## src/sv/rsch_pkg.sv

```systemverilog
// ----------------------------------------------------------------------------
// rsch_pkg
// Shared types and constants of the ray segment closest hit block.
// ----------------------------------------------------------------------------
`default_nettype none

package rsch_pkg;

    // Quotient bits kept by the offset divider; larger quotients saturate.
    localparam int DIV_QBITS = 41;
    localparam int DIV_CNTW = 6;
    localparam logic [DIV_QBITS-1:0] Q_CLAMP = 41'h100_0000_0000;

    // The snap slope is unsigned Q8.8.
    localparam int SLOPE_FRAC = 8;

    typedef enum logic [2:0] {
        CFG_RAY_START_X    = 3'd0,
        CFG_RAY_START_Y    = 3'd1,
        CFG_RAY_END_X      = 3'd2,
        CFG_RAY_END_Y      = 3'd3,
        CFG_RAY_MAX_LENGTH = 3'd4,
        CFG_TOLERANCE      = 3'd5,
        CFG_SNAP_SLOPE     = 3'd6,
        CFG_SNAP_ENABLE    = 3'd7
    } cfg_idx_t;

    typedef enum logic [4:0] {
        C_NOP,
        C_LOAD,
        C_DEN_A,
        C_DEN_B,
        C_DEN_C,
        C_NUM_B,
        C_NUM_C,
        C_OFS_MUL_X,
        C_OFS_MUL_Y,
        C_MUL_RUN,
        C_DIV_START,
        C_DIV_RUN,
        C_OFS_SET_X,
        C_OFS_SET_Y,
        C_CLAMP,
        C_DIFF_R,
        C_DIFF_E,
        C_DIFF_S,
        C_SQ_A,
        C_SQ_B,
        C_SQ_C,
        C_SNAP_E,
        C_SNAP_S,
        C_ROOT_START,
        C_ROOT_RUN,
        C_THR,
        C_THR2_START,
        C_FIN_HIT,
        C_FIN_MISS
    } cmd_t;

    typedef struct packed {
        logic parallel;
        logic box_ok;
        logic mul_done;
        logic div_done;
        logic root_done;
        logic snap_lt;
        logic len_ok;
        logic out_busy;
        logic snap_en;
    } status_t;

endpackage

`default_nettype wire

```

## src/sv/rsch_ctrl.sv

```systemverilog
// ----------------------------------------------------------------------------
// rsch_ctrl
// Sequencer that walks the datapath through one segment test.
// ----------------------------------------------------------------------------
`default_nettype none

module rsch_ctrl (
    input  wire logic             clk,
    input  wire logic             rst_n,
    input  wire logic             in_valid,
    output logic                  in_stall,
    input  rsch_pkg::status_t     st,
    output rsch_pkg::cmd_t        op
);

    typedef enum logic [5:0] {
        S_IDLE, S_DEN_A, S_DEN_B, S_DEN_C, S_NUM_B, S_NUM_C, S_PAR,
        S_MUL_X, S_MRUN_X, S_DIV_X, S_DRUN_X, S_SET_X,
        S_MUL_Y, S_MRUN_Y, S_DIV_Y, S_DRUN_Y, S_SET_Y,
        S_BOX, S_CLAMP, S_DIFF, S_SQ_A, S_SQ_B, S_SQ_C, S_CMP, S_SNAP,
        S_ROOT, S_RRUN, S_THR, S_T2, S_T2RUN, S_LEN, S_FIN_HIT, S_FIN_MISS
    } state_t;

    // Which squared distance the shared square/root path is working on.
    typedef enum logic [1:0] {
        P_D0, P_E, P_S, P_DIST
    } phase_t;

    state_t state_reg, state_next;
    phase_t phase_reg, phase_next;

    always_comb
    begin
        state_next = state_reg;
        phase_next = phase_reg;
        op = rsch_pkg::C_NOP;
        case (state_reg)
            S_IDLE:
            begin
                op = rsch_pkg::C_LOAD;
                if (in_valid)
                begin
                    state_next = S_DEN_A;
                end
            end
            S_DEN_A:
            begin
                op = rsch_pkg::C_DEN_A;
                state_next = S_DEN_B;
            end
            S_DEN_B:
            begin
                op = rsch_pkg::C_DEN_B;
                state_next = S_DEN_C;
            end
            S_DEN_C:
            begin
                op = rsch_pkg::C_DEN_C;
                state_next = S_NUM_B;
            end
            S_NUM_B:
            begin
                op = rsch_pkg::C_NUM_B;
                state_next = S_NUM_C;
            end
            S_NUM_C:
            begin
                op = rsch_pkg::C_NUM_C;
                state_next = S_PAR;
            end
            S_PAR:
            begin
                state_next = st.parallel ? S_FIN_MISS : S_MUL_X;
            end
            S_MUL_X:
            begin
                op = rsch_pkg::C_OFS_MUL_X;
                state_next = S_MRUN_X;
            end
            S_MRUN_X:
            begin
                op = rsch_pkg::C_MUL_RUN;
                if (st.mul_done)
                begin
                    state_next = S_DIV_X;
                end
            end
            S_DIV_X:
            begin
                op = rsch_pkg::C_DIV_START;
                state_next = S_DRUN_X;
            end
            S_DRUN_X:
            begin
                op = rsch_pkg::C_DIV_RUN;
                if (st.div_done)
                begin
                    state_next = S_SET_X;
                end
            end
            S_SET_X:
            begin
                op = rsch_pkg::C_OFS_SET_X;
                state_next = S_MUL_Y;
            end
            S_MUL_Y:
            begin
                op = rsch_pkg::C_OFS_MUL_Y;
                state_next = S_MRUN_Y;
            end
            S_MRUN_Y:
            begin
                op = rsch_pkg::C_MUL_RUN;
                if (st.mul_done)
                begin
                    state_next = S_DIV_Y;
                end
            end
            S_DIV_Y:
            begin
                op = rsch_pkg::C_DIV_START;
                state_next = S_DRUN_Y;
            end
            S_DRUN_Y:
            begin
                op = rsch_pkg::C_DIV_RUN;
                if (st.div_done)
                begin
                    state_next = S_SET_Y;
                end
            end
            S_SET_Y:
            begin
                op = rsch_pkg::C_OFS_SET_Y;
                state_next = S_BOX;
            end
            S_BOX:
            begin
                state_next = st.box_ok ? S_CLAMP : S_FIN_MISS;
            end
            S_CLAMP:
            begin
                op = rsch_pkg::C_CLAMP;
                phase_next = st.snap_en ? P_D0 : P_DIST;
                state_next = S_DIFF;
            end
            S_DIFF:
            begin
                if (phase_reg == P_E)
                begin
                    op = rsch_pkg::C_DIFF_E;
                end
                else if (phase_reg == P_S)
                begin
                    op = rsch_pkg::C_DIFF_S;
                end
                else
                begin
                    op = rsch_pkg::C_DIFF_R;
                end
                state_next = S_SQ_A;
            end
            S_SQ_A:
            begin
                op = rsch_pkg::C_SQ_A;
                state_next = S_SQ_B;
            end
            S_SQ_B:
            begin
                op = rsch_pkg::C_SQ_B;
                state_next = S_SQ_C;
            end
            S_SQ_C:
            begin
                op = rsch_pkg::C_SQ_C;
                if (phase_reg == P_E || phase_reg == P_S)
                begin
                    state_next = S_CMP;
                end
                else
                begin
                    state_next = S_ROOT;
                end
            end
            S_CMP:
            begin
                if (st.snap_lt)
                begin
                    state_next = S_SNAP;
                end
                else if (phase_reg == P_E)
                begin
                    phase_next = P_S;
                    state_next = S_DIFF;
                end
                else
                begin
                    phase_next = P_DIST;
                    state_next = S_DIFF;
                end
            end
            S_SNAP:
            begin
                op = (phase_reg == P_E) ? rsch_pkg::C_SNAP_E : rsch_pkg::C_SNAP_S;
                phase_next = P_DIST;
                state_next = S_DIFF;
            end
            S_ROOT:
            begin
                op = rsch_pkg::C_ROOT_START;
                state_next = S_RRUN;
            end
            S_RRUN:
            begin
                op = rsch_pkg::C_ROOT_RUN;
                if (st.root_done)
                begin
                    state_next = (phase_reg == P_D0) ? S_THR : S_LEN;
                end
            end
            S_THR:
            begin
                op = rsch_pkg::C_THR;
                state_next = S_T2;
            end
            S_T2:
            begin
                op = rsch_pkg::C_THR2_START;
                state_next = S_T2RUN;
            end
            S_T2RUN:
            begin
                op = rsch_pkg::C_MUL_RUN;
                if (st.mul_done)
                begin
                    phase_next = P_E;
                    state_next = S_DIFF;
                end
            end
            S_LEN:
            begin
                state_next = st.len_ok ? S_FIN_HIT : S_FIN_MISS;
            end
            S_FIN_HIT:
            begin
                if (!st.out_busy)
                begin
                    op = rsch_pkg::C_FIN_HIT;
                    state_next = S_IDLE;
                end
            end
            S_FIN_MISS:
            begin
                if (!st.out_busy)
                begin
                    op = rsch_pkg::C_FIN_MISS;
                    state_next = S_IDLE;
                end
            end
            default:
            begin
                state_next = S_IDLE;
            end
        endcase
    end

    always_ff @(posedge clk or negedge rst_n)
    begin
        if (!rst_n)
        begin
            state_reg <= S_IDLE;
            phase_reg <= P_D0;
        end
        else
        begin
            state_reg <= state_next;
            phase_reg <= phase_next;
        end
    end

    assign in_stall = (state_reg != S_IDLE);

endmodule

`default_nettype wire

```

## config.mk

```make
export PLATFORM = sky130hd
export DESIGN_NAME = rsch_ctrl
export DESIGN_NICKNAME = d
export VERILOG_FILES = /design/src/sv/rsch_pkg.sv /design/src/sv/rsch_ctrl.sv
export SDC_FILE = /design/constraint.sdc
export NUM_CORES = 1
export LEC_CHECK = 0
export BUFFER_PORTS_ARGS = -buffer_cell sky130_fd_sc_hd__buf_2
export CORE_MARGIN = 5
export CORE_UTILIZATION = 30
export CTS_BUF_LIST = sky130_fd_sc_hd__clkbuf_4
export CTS_CLUSTER_SIZE = 28
export DETAILED_ROUTE_END_ITERATION = 10
export HOLD_SLACK_MARGIN = 0.06
export MAX_ROUTING_LAYER = met4
export PLACE_DENSITY = 0.56
export SYNTH_ARGS = -nofsm -noshare
export SYNTH_HDL_FRONTEND = slang
export SYNTH_SLANG_ARGS = --single-unit
```

## constraint.sdc

```tcl
create_clock -name clk -period 3.16 [get_ports clk]
set_input_delay 0.158 -clock clk [delete_from_list [all_inputs] [get_ports clk]]
set_output_delay 0.158 -clock clk [all_outputs]
set_load 0.1 [all_outputs]
```

# After elaboration in Yosys (flattened, before gate mapping)

Index checks and enable logic that the tools add are counted.

Equal/unequal tests: 43
Multiplexer cells: 26
Reductions and logical operators: 12

Operators with widths:

| cell               | count |
|---|---|
| $pmux 6 s31        | 1 |
| $pmux 5 s25        | 1 |
| $eq 6x5->1 const B | 16 |
| $mux 6             | 11 |
| $eq 6x4->1 const B | 8 |
| $eq 6x3->1 const B | 4 |
| $mux 5             | 4 |
| $ne 2x2->1 const B | 9 |
| $eq 6x2->1 const B | 2 |
| $mux 2             | 4 |
| $mux 4             | 2 |
| $pmux 2 s4         | 1 |
| $reduce_and 8->1   | 1 |
| $reduce_or 2->1    | 4 |
| $eq 6x1->1 const B | 1 |
| $eq 6x6->1 const B | 1 |
| $logic_not 6->1    | 1 |
| $reduce_bool 6->1  | 1 |
| $reduce_bool 4->1  | 1 |
| $mux 3             | 1 |
| $reduce_and 3->1   | 1 |
| $reduce_or 3->1    | 1 |
| $eq 2x1->1 const B | 1 |
| $eq 2x2->1 const B | 1 |
| 3 further kinds    | 3 |

Register bits: 8
Word-level logic and storage cells: 83
Output and inout bits: 6
Input bits: 12

# Longest topological paths before layout

Gate-level depths: netlist of the first run.

Depth in word-level cells: 4
Mapped depth: 8
Mapped depth without buffers: 7

# Worst setup path after synthesis of the first run

OpenSTA, ideal clock, no wires.

Kind: register -> output
From: register state_reg[2]
To: output port op[0]
Setup slack: -1.538 ns
Arrival time: 4.540 ns
Path buffers: 3
Data required time: 3.002 ns
Stages on the path, launching flop included: 8
Cells stage by stage: dfrtp_1 -> buf_2 -> buf_4 -> buf_2 -> a21oi_1 -> a21oi_1 -> nor2_1 -> o311ai_0

Word-level cells in the longest chain between the ends: 3
Elaborated cells on any way between the ends: 33
Classes of those cells: eq/ne (28); mux (1); reduce/logical (4)

Ends and longest elaborated chain:

| item                                                                | RTL line         | source |
|---|---|---|
| from (decl)                                                         | rsch_ctrl.sv:29  | `state_t state_reg, state_next;` |
| from (signal assigned)                                              | rsch_ctrl.sv:276 | `state_reg <= state_next;` |
| $eq 6x5->1 or $eq 6x4->1 (tied branches)                            | rsch_ctrl.sv:37  | `case (state_reg)` |
| $reduce_or 3->1 (no source line) or $reduce_or 2->1 (tied branches) | --               |  |
| $pmux 5 s25 (*)                                                     | rsch_ctrl.sv:37  |  |
| to (decl)                                                           | rsch_ctrl.sv:13  | `output rsch_pkg::cmd_t op` |

Mark *: on every way between the ends. The rest lies on a longest branch, timed or not.

# Final worst setup path of the first run

From: register state_reg[1]
To: output port op[3]

Same word-level chain as after synthesis.

==> results of run 1 <==
-- through the flow --
stage	util	worst slack [ns]	cell area [um^2]	hold WS, ns	instances
CTS	0.327	0.518	1530	0.273	259
global placement	0.320	0.807	1500	0.0168	255
global route	0.327	0.383	1530	0.297	259
detailed placement	0.320	0.808	1500	0.0163	255
floorplan	-	0.273	1440	-0.138	195
finish	0.327	0.510	1530	0.281	259
-- synth_stat cells (3+ instances only) --
cell type,instances,share of area
nand3_1,9,0.031
dfrtp_1,8,0.14
buf_2,8,0.028
o31ai_1,5,0.026
o21ai_0,10,0.035
nand3b_1,4,0.021
o211ai_1,4,0.021
nor2_1,14,0.037
nand2b_1,12,0.052
inv_1,8,0.021
a21oi_1,12,0.042
nand2_1,10,0.026
nor4_1,5,0.022
o32ai_1,3,0.018
a31oi_1,6,0.026
mux2i_1,4,0.028
clkbuf_8,5,0.048
nand4_1,5,0.022
o22ai_1,3,0.013
and3_1,3,0.013
nor3_1,8,0.028
-- final cells by class --
type / count / share of cell area
Multi-Input combinational cell: 160 / 0.692
Timing Repair Buffer: 25 / 0.0963
Sequential cell: 8 / 0.131
Clock buffer: 3 / 0.0147
Inverter: 9 / 0.0220
Tap cell: 54 / 0.0441
-- logic make-up after synthesis --
kind of cell / share of synthesized area
XOR/XNOR: 0.0122
buffers and inverters: 0.126
AND/OR/NAND/NOR: 0.347
flip-flops: 0.140
adder cells (fa/ha/maj): 0.0174
AO/OA/AOI/OAI: 0.319
multiplexers: 0.0384
-- worst max-delay path, stage by stage, from the launching register on --
cell and delay (ns):
dfrtp_1 0.56, buf_4 0.27, nor4_1 0.35, and2_1 0.21
a2bb2oi_1 0.08, o21a_1 0.21, o211ai_1 0.09, buf_2 0.46
-- per-layer routing --
layer	share of wire	GRT usage
met3	0.092	0.0261
met2	0.48	0.255
met1	0.40	0.191
met5	0	-
met4	0.030	0.0447
-- worst max path at each step --
| stage | from | endpoint | slack [ns] | depth (start not counted) |
|---|---|---|---|---|
| finish | state_reg[1] | op[3] | 0.51 | 7 |
| global route | state_reg[1] | op[3] | 0.38 | 7 |
| CTS | state_reg[1] | op[3] | 0.52 | 7 |
| detailed placement | state_reg[1] | op[3] | 0.81 | 7 |
| global placement | state_reg[2] | op[0] | 0.81 | 6 |
| floorplan | state_reg[2] | op[1] | 0.27 | 7 |
-- timing repair --
action                                  CTS  global route
endpoints found under the setup margin    0             0
endpoints found under the hold margin     8             0
hold buffers                              1             0
==> impl_metrics.ini, run 1 <==
[run_status]
status = finished, final reports clean

[setup_path]
reg2reg_slack_ns = 0.72
timing.rr.end = state_reg[4]
r2r_start = state_reg[0]
critPathMaxFanout = 17
critPathLaunchType = flip-flop
timing.setup.critical_path_class = flip-flop to primary output
worst-r2r-cell-count = 6
worstPathArrival_ns = 2.49
critPathRequiredTime_ns = 3.00
cp-end-kind = primary output

[clocking]
cts_sinks = 8
cts_resized = 0
h-tree-depth = 1
tritoncts = done
clock_latency_ns = 0.26
numCtsBuffers = 3
cts_buffer_depth = 2
root_buffer = clkbuf_4
post_cts_buffers = 0
clk_pin_slew_ns = 0.06

[sta]
slew_violations = 0
rsz0062_at_grt = no
max_freq_mhz = 377
relSlewSlack = 0.491
tightest_slew_ns = 0.764
final_period_minus_worst_setup_slack_ns = 2.65
finalHoldViolCount = 0
setup_violations = 0
post-route-period-util = 0.839
skew_ns = 0.00535
fin_setup_tns_ns = 0

[place]
hpwlAfterDp_um = 3500
finalWeightedCongestion = 0.943
port_buffers = 17

[layout]
largest_reg_flops = 6
area_delta_synth_final_pct = 6.89
seq_area_um2 = 200
multi_input_area_mm2 = 0.00106
fill_cells = 506
layout.cells.most_common_list = buf_2, nor2_1, a21oi_1, nand2b_1
drive_gt1_frac = 0.210
layout.nets = 221
final_common_cell = buf_2
antenna_cells = 0

[yosys]
synth_nets = 209
netlist_area_mm2 = 0.00143
syn-mean-instance-area_um2 = 7.35
synth_edf_count = 0
synth_cell_type_count = 60
ys_seq_elements = 8
yosys_warnings = 0
async_flop_share = 1.00
ys_seq_area_frac = 0.140
synth_cells = 195
synth_ff_type = dfrtp_1

[floorplanning]
start_util = 0.306
core_area_mm2 = 0.00469
die_height_um = 79.1
pin_count = 18
rows = 25
die_area_mm2 = 0.00626
die_w_um = 79.1

[worst_hold_path]
hold_path_class = primary input to asynchronous set/reset pin

[global_routing]
grt_max_degree = 25
grt_pass1_wl_um = 7540
antenna_found_initial = 0
grt_pass1_vias = 1490
grt.total_usage = 0.153
gr-total-overflow = 0

[drt]
vias = 1697
drtIter0Drc = 356
drtAntennaViolNets = 0
drc = 0
wl_um = 4690
drt_pass1_iterations = 7
routedWlPerCell_um = 18.1
vias_per_cell = 6.55

[flow_run]
cap_violations = 0
Power of run 1 is not shown: default switching activity piles up to over one toggle a cycle in this logic, so the estimate is an artifact.
==> run 2: changes to the inputs <==
==> constraint.sdc (replaced) <==
create_clock -name clk -period 2.7 [get_ports clk]
set_input_delay 0.135 -clock clk [delete_from_list [all_inputs] [get_ports clk]]
set_output_delay 0.135 -clock clk [all_outputs]
set_load 0.1 [all_outputs]
==> run 2 against run 1 <==
Design area increased by 7.3%. Core utilization is 2.4 points higher. Via count fell by 2.5%. Critical path type unchanged.
==> impl_metrics.ini, run 2 (synthesis results as in run 1) <==
[run_status]
status = finished, final reports clean

[layout]
antenna_cells = 0
final_common_cell = nor2_1
drive_gt1_frac = 0.240
area_delta_synth_final_pct = 14.7
largest_reg_flops = 6
layout.cells.most_common_list = nor2_1, nand2b_1, buf_2
layout.nets = 224
final_cell_area_mm2 = 0.00164

[sta]
final_period_minus_worst_setup_slack_ns = 2.46
setup_violations = 0
max_freq_mhz = 406
tightest_slew_ns = 0.642
rsz0062_at_grt = no
slew_violations = 0
relSlewSlack = 0.572
post-route-period-util = 0.911
skew_ns = 0.0116
finalHoldViolCount = 0

[floorplanning]
start_util = 0.306
die_height_um = 79.1
die_w_um = 79.1
core_area_mm2 = 0.00469
pin_count = 18
rows = 25
die_area_mm2 = 0.00626

[drt]
drtAntennaViolNets = 0
wl_um = 4760
drt_pass1_iterations = 4
drc = 0
vias = 1655
vias_per_cell = 6.32
routedWlPerCell_um = 18.2
drtIter0Drc = 214

[place]
place_area_mm2 = 0.00161
port_buffers = 17
hpwlAfterDp_um = 3590
finalWeightedCongestion = 0.968

[global_routing]
gr-total-overflow = 0
antenna_found_initial = 0
grt.total_usage = 0.163
grt_max_degree = 27
grt_pass1_wl_um = 8050
grt_pass1_vias = 1566

[setup_path]
worst-r2r-cell-count = 5
cp-end-kind = primary output
crit_family = compound AO/OA/AOI/OAI gates
critPathMaxFanout = 18
timing.rr.end = state_reg[4]
max_stage_delay_ns = 0.62
reg2reg_slack_ns = 0.47
crit_chain = buf_4 > and2b_1 > a22oi_1 > o221a_2 > o211ai_1 > buf_12
critPathBufInv = 2
timing.setup.critical_path_class = flip-flop to primary output
crit_path_top_delay_cell = dfrtp_1
critPathLaunchType = flip-flop
r2r_start = state_reg[3]
critPathRequiredTime_ns = 2.57
worstPathArrival_ns = 2.33

[clocking]
root_buffer = clkbuf_4
h-tree-depth = 1
cts_buffer_depth = 2
clk_pin_slew_ns = 0.07
cts_sinks = 8
numCtsBuffers = 3
clock_latency_ns = 0.26
tritoncts = done

[worst_hold_path]
hold_path_class = primary input to asynchronous set/reset pin

[flow_run]
cap_violations = 0
run 2: worst max-delay path by stage:
stage / start / to / slack, ns / cells after the start
after floorplan: state_reg[2] / op[1] / -0.04 / 7
after global placement: state_reg[2] / state_reg[0] / 0.39 / 5
after detailed placement: state_reg[1] / state_reg[4] / 0.42 / 5
after CTS: state_reg[2] / op[0] / 0.21 / 7
after global routing: state_reg[3] / op[1] / 0.1 / 6
final: state_reg[3] / op[1] / 0.24 / 6
run 2: area by class of cell:
class / count / area [um^2]
clock buffers: 3 / 22.5
fillers: 506 / 3050
inverters: 9 / 33.8
multi-input cells: 160 / 1070
flip-flops and latches: 8 / 203
well taps: 54 / 67.6
repair buffers: 28 / 245
run 2: metal layers:
layer | share of wire | vias up | global-route usage | wire [um]
li1 | - | 775 | - | -
met1 | 0.41 | 775 | 0.213 | 1960
met2 | 0.47 | 90 | 0.263 | 2260
met3 | 0.086 | 15 | 0.0181 | 409
met4 | 0.028 | 0 | 0.0533 | 134
met5 | 0 | - | - | 0
run 2: per-stage QoR:
stage	std cells	utilization	TNS (ns)	setup WS, ns	hold slack, ns
after floorplan	195	-	-0.0410	-0.0410	-0.161
after global placement	258	0.343	0	0.386	-0.0112
after detailed placement	258	0.343	0	0.420	-0.00966
after CTS	262	0.350	0	0.214	0.257
after global routing	262	0.350	0	0.0986	0.264
final	262	0.350	0	0.240	0.244
run 2: what timing repair did:
action,in CTS,in global routing
hold buffers,1,0
endpoints found under the setup margin,0,2
buffers inserted,0,0
gates resized for setup,0,2
endpoints found under the hold margin,8,0
Power of run 2 is left out for the same reason.
==> run 3: changes to the inputs <==
--- a/config.mk
+++ b/config.mk
@@ -5,6 +5,7 @@
 export SDC_FILE = /design/constraint.sdc
 export NUM_CORES = 1
 export LEC_CHECK = 0
+export ABC_AREA = 1
 export BUFFER_PORTS_ARGS = -buffer_cell sky130_fd_sc_hd__buf_2
 export CORE_MARGIN = 5
 export CORE_UTILIZATION = 30
==> run 3 against run 2 <==
Area after synthesis fell by 13%. Core utilization rose by 0.084 points. Sequential cell count did not move. Sequential share of layout area rose by 1.8 points. Die area fell by 11%. Fmax rose by 3.5%. Non-clock buffer count fell by 10. Clock skew fell by 0.0084 ns. Synthesized cell count rose by 25%. Via count fell by 5.0%. Register-to-register slack improved by 0.39 ns. Critical path depth rose by 1. Critical endpoint unchanged.
==> impl_metrics.ini, run 3 <==
[setup_path]
crit_top_cell = nand3_1
crit_path_top_delay_cell = buf_2
crit_family = simple AND/OR/NAND/NOR gates
critPathLaunchType = flip-flop
cp-end-kind = primary output
critPathMaxFanout = 23
critPathBufInv = 2
timing.setup.critical_path_class = flip-flop to primary output
crit_chain = inv_1 > nor2_4 > nand3_1 > nor2_1 > nor3_1 > nand3_1 > buf_2
max_stage_delay_ns = 0.42
critPathRequiredTime_ns = 2.57
worstPathArrival_ns = 2.24

[power]
switchingPower_mw = 1.38
p_int_mw = 0.547
vdd_drop_max_v = 0.000396
total_power_mw = 1.92
power_frac_seq = 0.120
combPwrFrac = 0.833
p_clk_frac = 0.047
switching_share = 0.716
cellLeakagePower_nw = 0.906
power.density_mw_per_mm2 = 1360

[clocking]
h-tree-depth = 1
clock_latency_ns = 0.25
root_buffer = clkbuf_4
cts_sinks = 8
cts_buffer_depth = 2
tritoncts = done
numCtsBuffers = 3
clk_pin_slew_ns = 0.05
cts_resized = 0

[sta]
relSlewSlack = 0.623
finalHoldViolCount = 0
rsz0062_at_grt = no
hold_ws_ns = 0.201
slew_violations = 0
final_period_minus_worst_setup_slack_ns = 2.38
max_freq_mhz = 421
skew_ns = 0.00316
tightest_slew_ns = 0.565
fin_setup_tns_ns = 0
setup_violations = 0
post-route-period-util = 0.880

[layout]
layout.cells.most_common_list = nand2_1, nor2_1, inv_1
area_delta_synth_final_pct = 13.0
antenna_cells = 0
fin_util = 0.351
fill_cells = 465
final_cell_area_mm2 = 0.00142
drive_gt1_frac = 0.119
final_common_cell = nand2_1
largest_reg_flops = 6
layout.nets = 277

[yosys]
ys_top_cells_by_count = nand2_1, nor2_1, inv_1
synth_area_leaders = nand2_1, dfrtp_1, nor2_1
ys_seq_area_frac = 0.160
syn-mean-instance-area_um2 = 5.15
async_flop_share = 1.00
synth_ff_type = dfrtp_1
synth_largest_area_cell = nand2_1
synth_cell_type_count = 23
synth_edf_count = 0
synth.most_common_cell = nand2_1
yosys_warnings = 0
synth_top_area_share = 0.261
synth_cells = 243
ys_seq_elements = 8
netlist_area_mm2 = 0.00125
synth_nets = 257

[place]
place_area_mm2 = 0.00138
finalWeightedCongestion = 1.02
hpwlAfterDp_um = 3510
port_buffers = 17

[drt]
drt_pass1_iterations = 4
drtAntennaViolNets = 0
drc = 0
vias_per_cell = 5.05
wl_um = 4110
routedWlPerCell_um = 13.2
drtIter0Drc = 186
vias = 1572

[flow_run]
cap_violations = 0

[floorplanning]
start_util = 0.311
die_area_mm2 = 0.00557
pin_count = 18
die_w_um = 74.6
core_area_mm2 = 0.00403
rows = 23
die_height_um = 74.6

[global_routing]
antenna_found_initial = 0
grt_max_degree = 24
grt_pass1_vias = 1652
gr-total-overflow = 0
grt.total_usage = 0.173
grt_pass1_wl_um = 7160

[worst_hold_path]
hold_path_class = primary input to flip-flop

[run_status]
status = finished, final reports clean
run 3: cell count changes in the layout (fill, tap and decap cells not counted), sizes merged, moves of 10 or more:
cell	delta
nand2	+77
nor2	+34
inv	+23
nand3	+23
nand2b	-14
buf	-10
run 3: cells by family (layout without fill, tap and decap cells):
| family | Yosys count | in the layout | share of synthesized area |
|---|---|---|---|
| and+or+nand+nor | 182 | 182 | 0.641 |
| DFF | 8 | 8 | 0.160 |
| adders and majority gates | 2 | 2 | 0.0200 |
| AOI/OAI and AO/OA | 16 | 16 | 0.0689 |
| buffers and inverters | 35 | 53 | 0.110 |
run 3: path summary, 6_finish.rpt:
check / slack, ns / startpoint / cells past startpoint / end
max: 0.32 / state_reg[4] / 7 / op[1]
min: 0.20 / st[7] / 4 / state_reg[5]
max reg2reg: 0.86 / state_reg[4] / 9 / state_reg[2]
min reg2reg: 0.53 / state_reg[4] / 2 / state_reg[4]
max in group asynchronous: 2.28 / rst_n / 2 / state_reg[3]
min in group asynchronous: 0.25 / rst_n / 2 / state_reg[4]
run 3: repair_timing:
item	4_1_cts	5_1_grt
setup endpoints to repair	0	0
hold endpoints to repair	8	0
hold buffers	1	0
buffers inserted	0	0
run 3: stage by stage:
| step | setup slack [ns] | cells |
|---|---|---|
| 2_1_floorplan | 0.584 | 243 |
| 3_3_place_gp | 0.651 | 307 |
| 3_5_place_dp | 0.625 | 307 |
| 4_1_cts | 0.326 | 311 |
| 5_1_grt | 0.174 | 311 |
| 6_report | 0.324 | 311 |
run 3: metal layers:
metal,GRT usage,wire length [um]
met1,0.204,1780
met2,0.269,1800
met3,0.0267,292
met4,0.121,228
met5,-,0
run 3: layout make-up:
type                            instances  area, um^2  area share
Multi-Input combinational cell        200         915       0.646
Clock buffer                            3        22.5      0.0159
Inverter                               32         120      0.0849
Tap cell                               50        62.6      0.0442
Timing Repair Buffer                   18        95.1      0.0672
Sequential cell                         8         200       0.141
run 3: power groups by stage:
stage / Sequential [mW] / Clock (mW) / Combinational (mW)
5_1_grt: 0.243 / 0.102 / 1.75
6_report: 0.231 / 0.0906 / 1.60
3_5_place_dp: 0.234 / 0 / 1.60
2_1_floorplan: 0.224 / 0 / 1.32
4_1_cts: 0.232 / 0.0966 / 1.60
3_3_place_gp: 0.232 / 0 / 1.61
run 3: worst reg2reg max path: cells and delay by family, from the launching register on:
family / cells / cell delay, ns
buf+inv: 2 / 0.17
compound gates: 1 / 0.20
simple gates: 6 / 0.98
flops: 1 / 0.38
No activity file was read; power rests on OpenSTA's default activity.
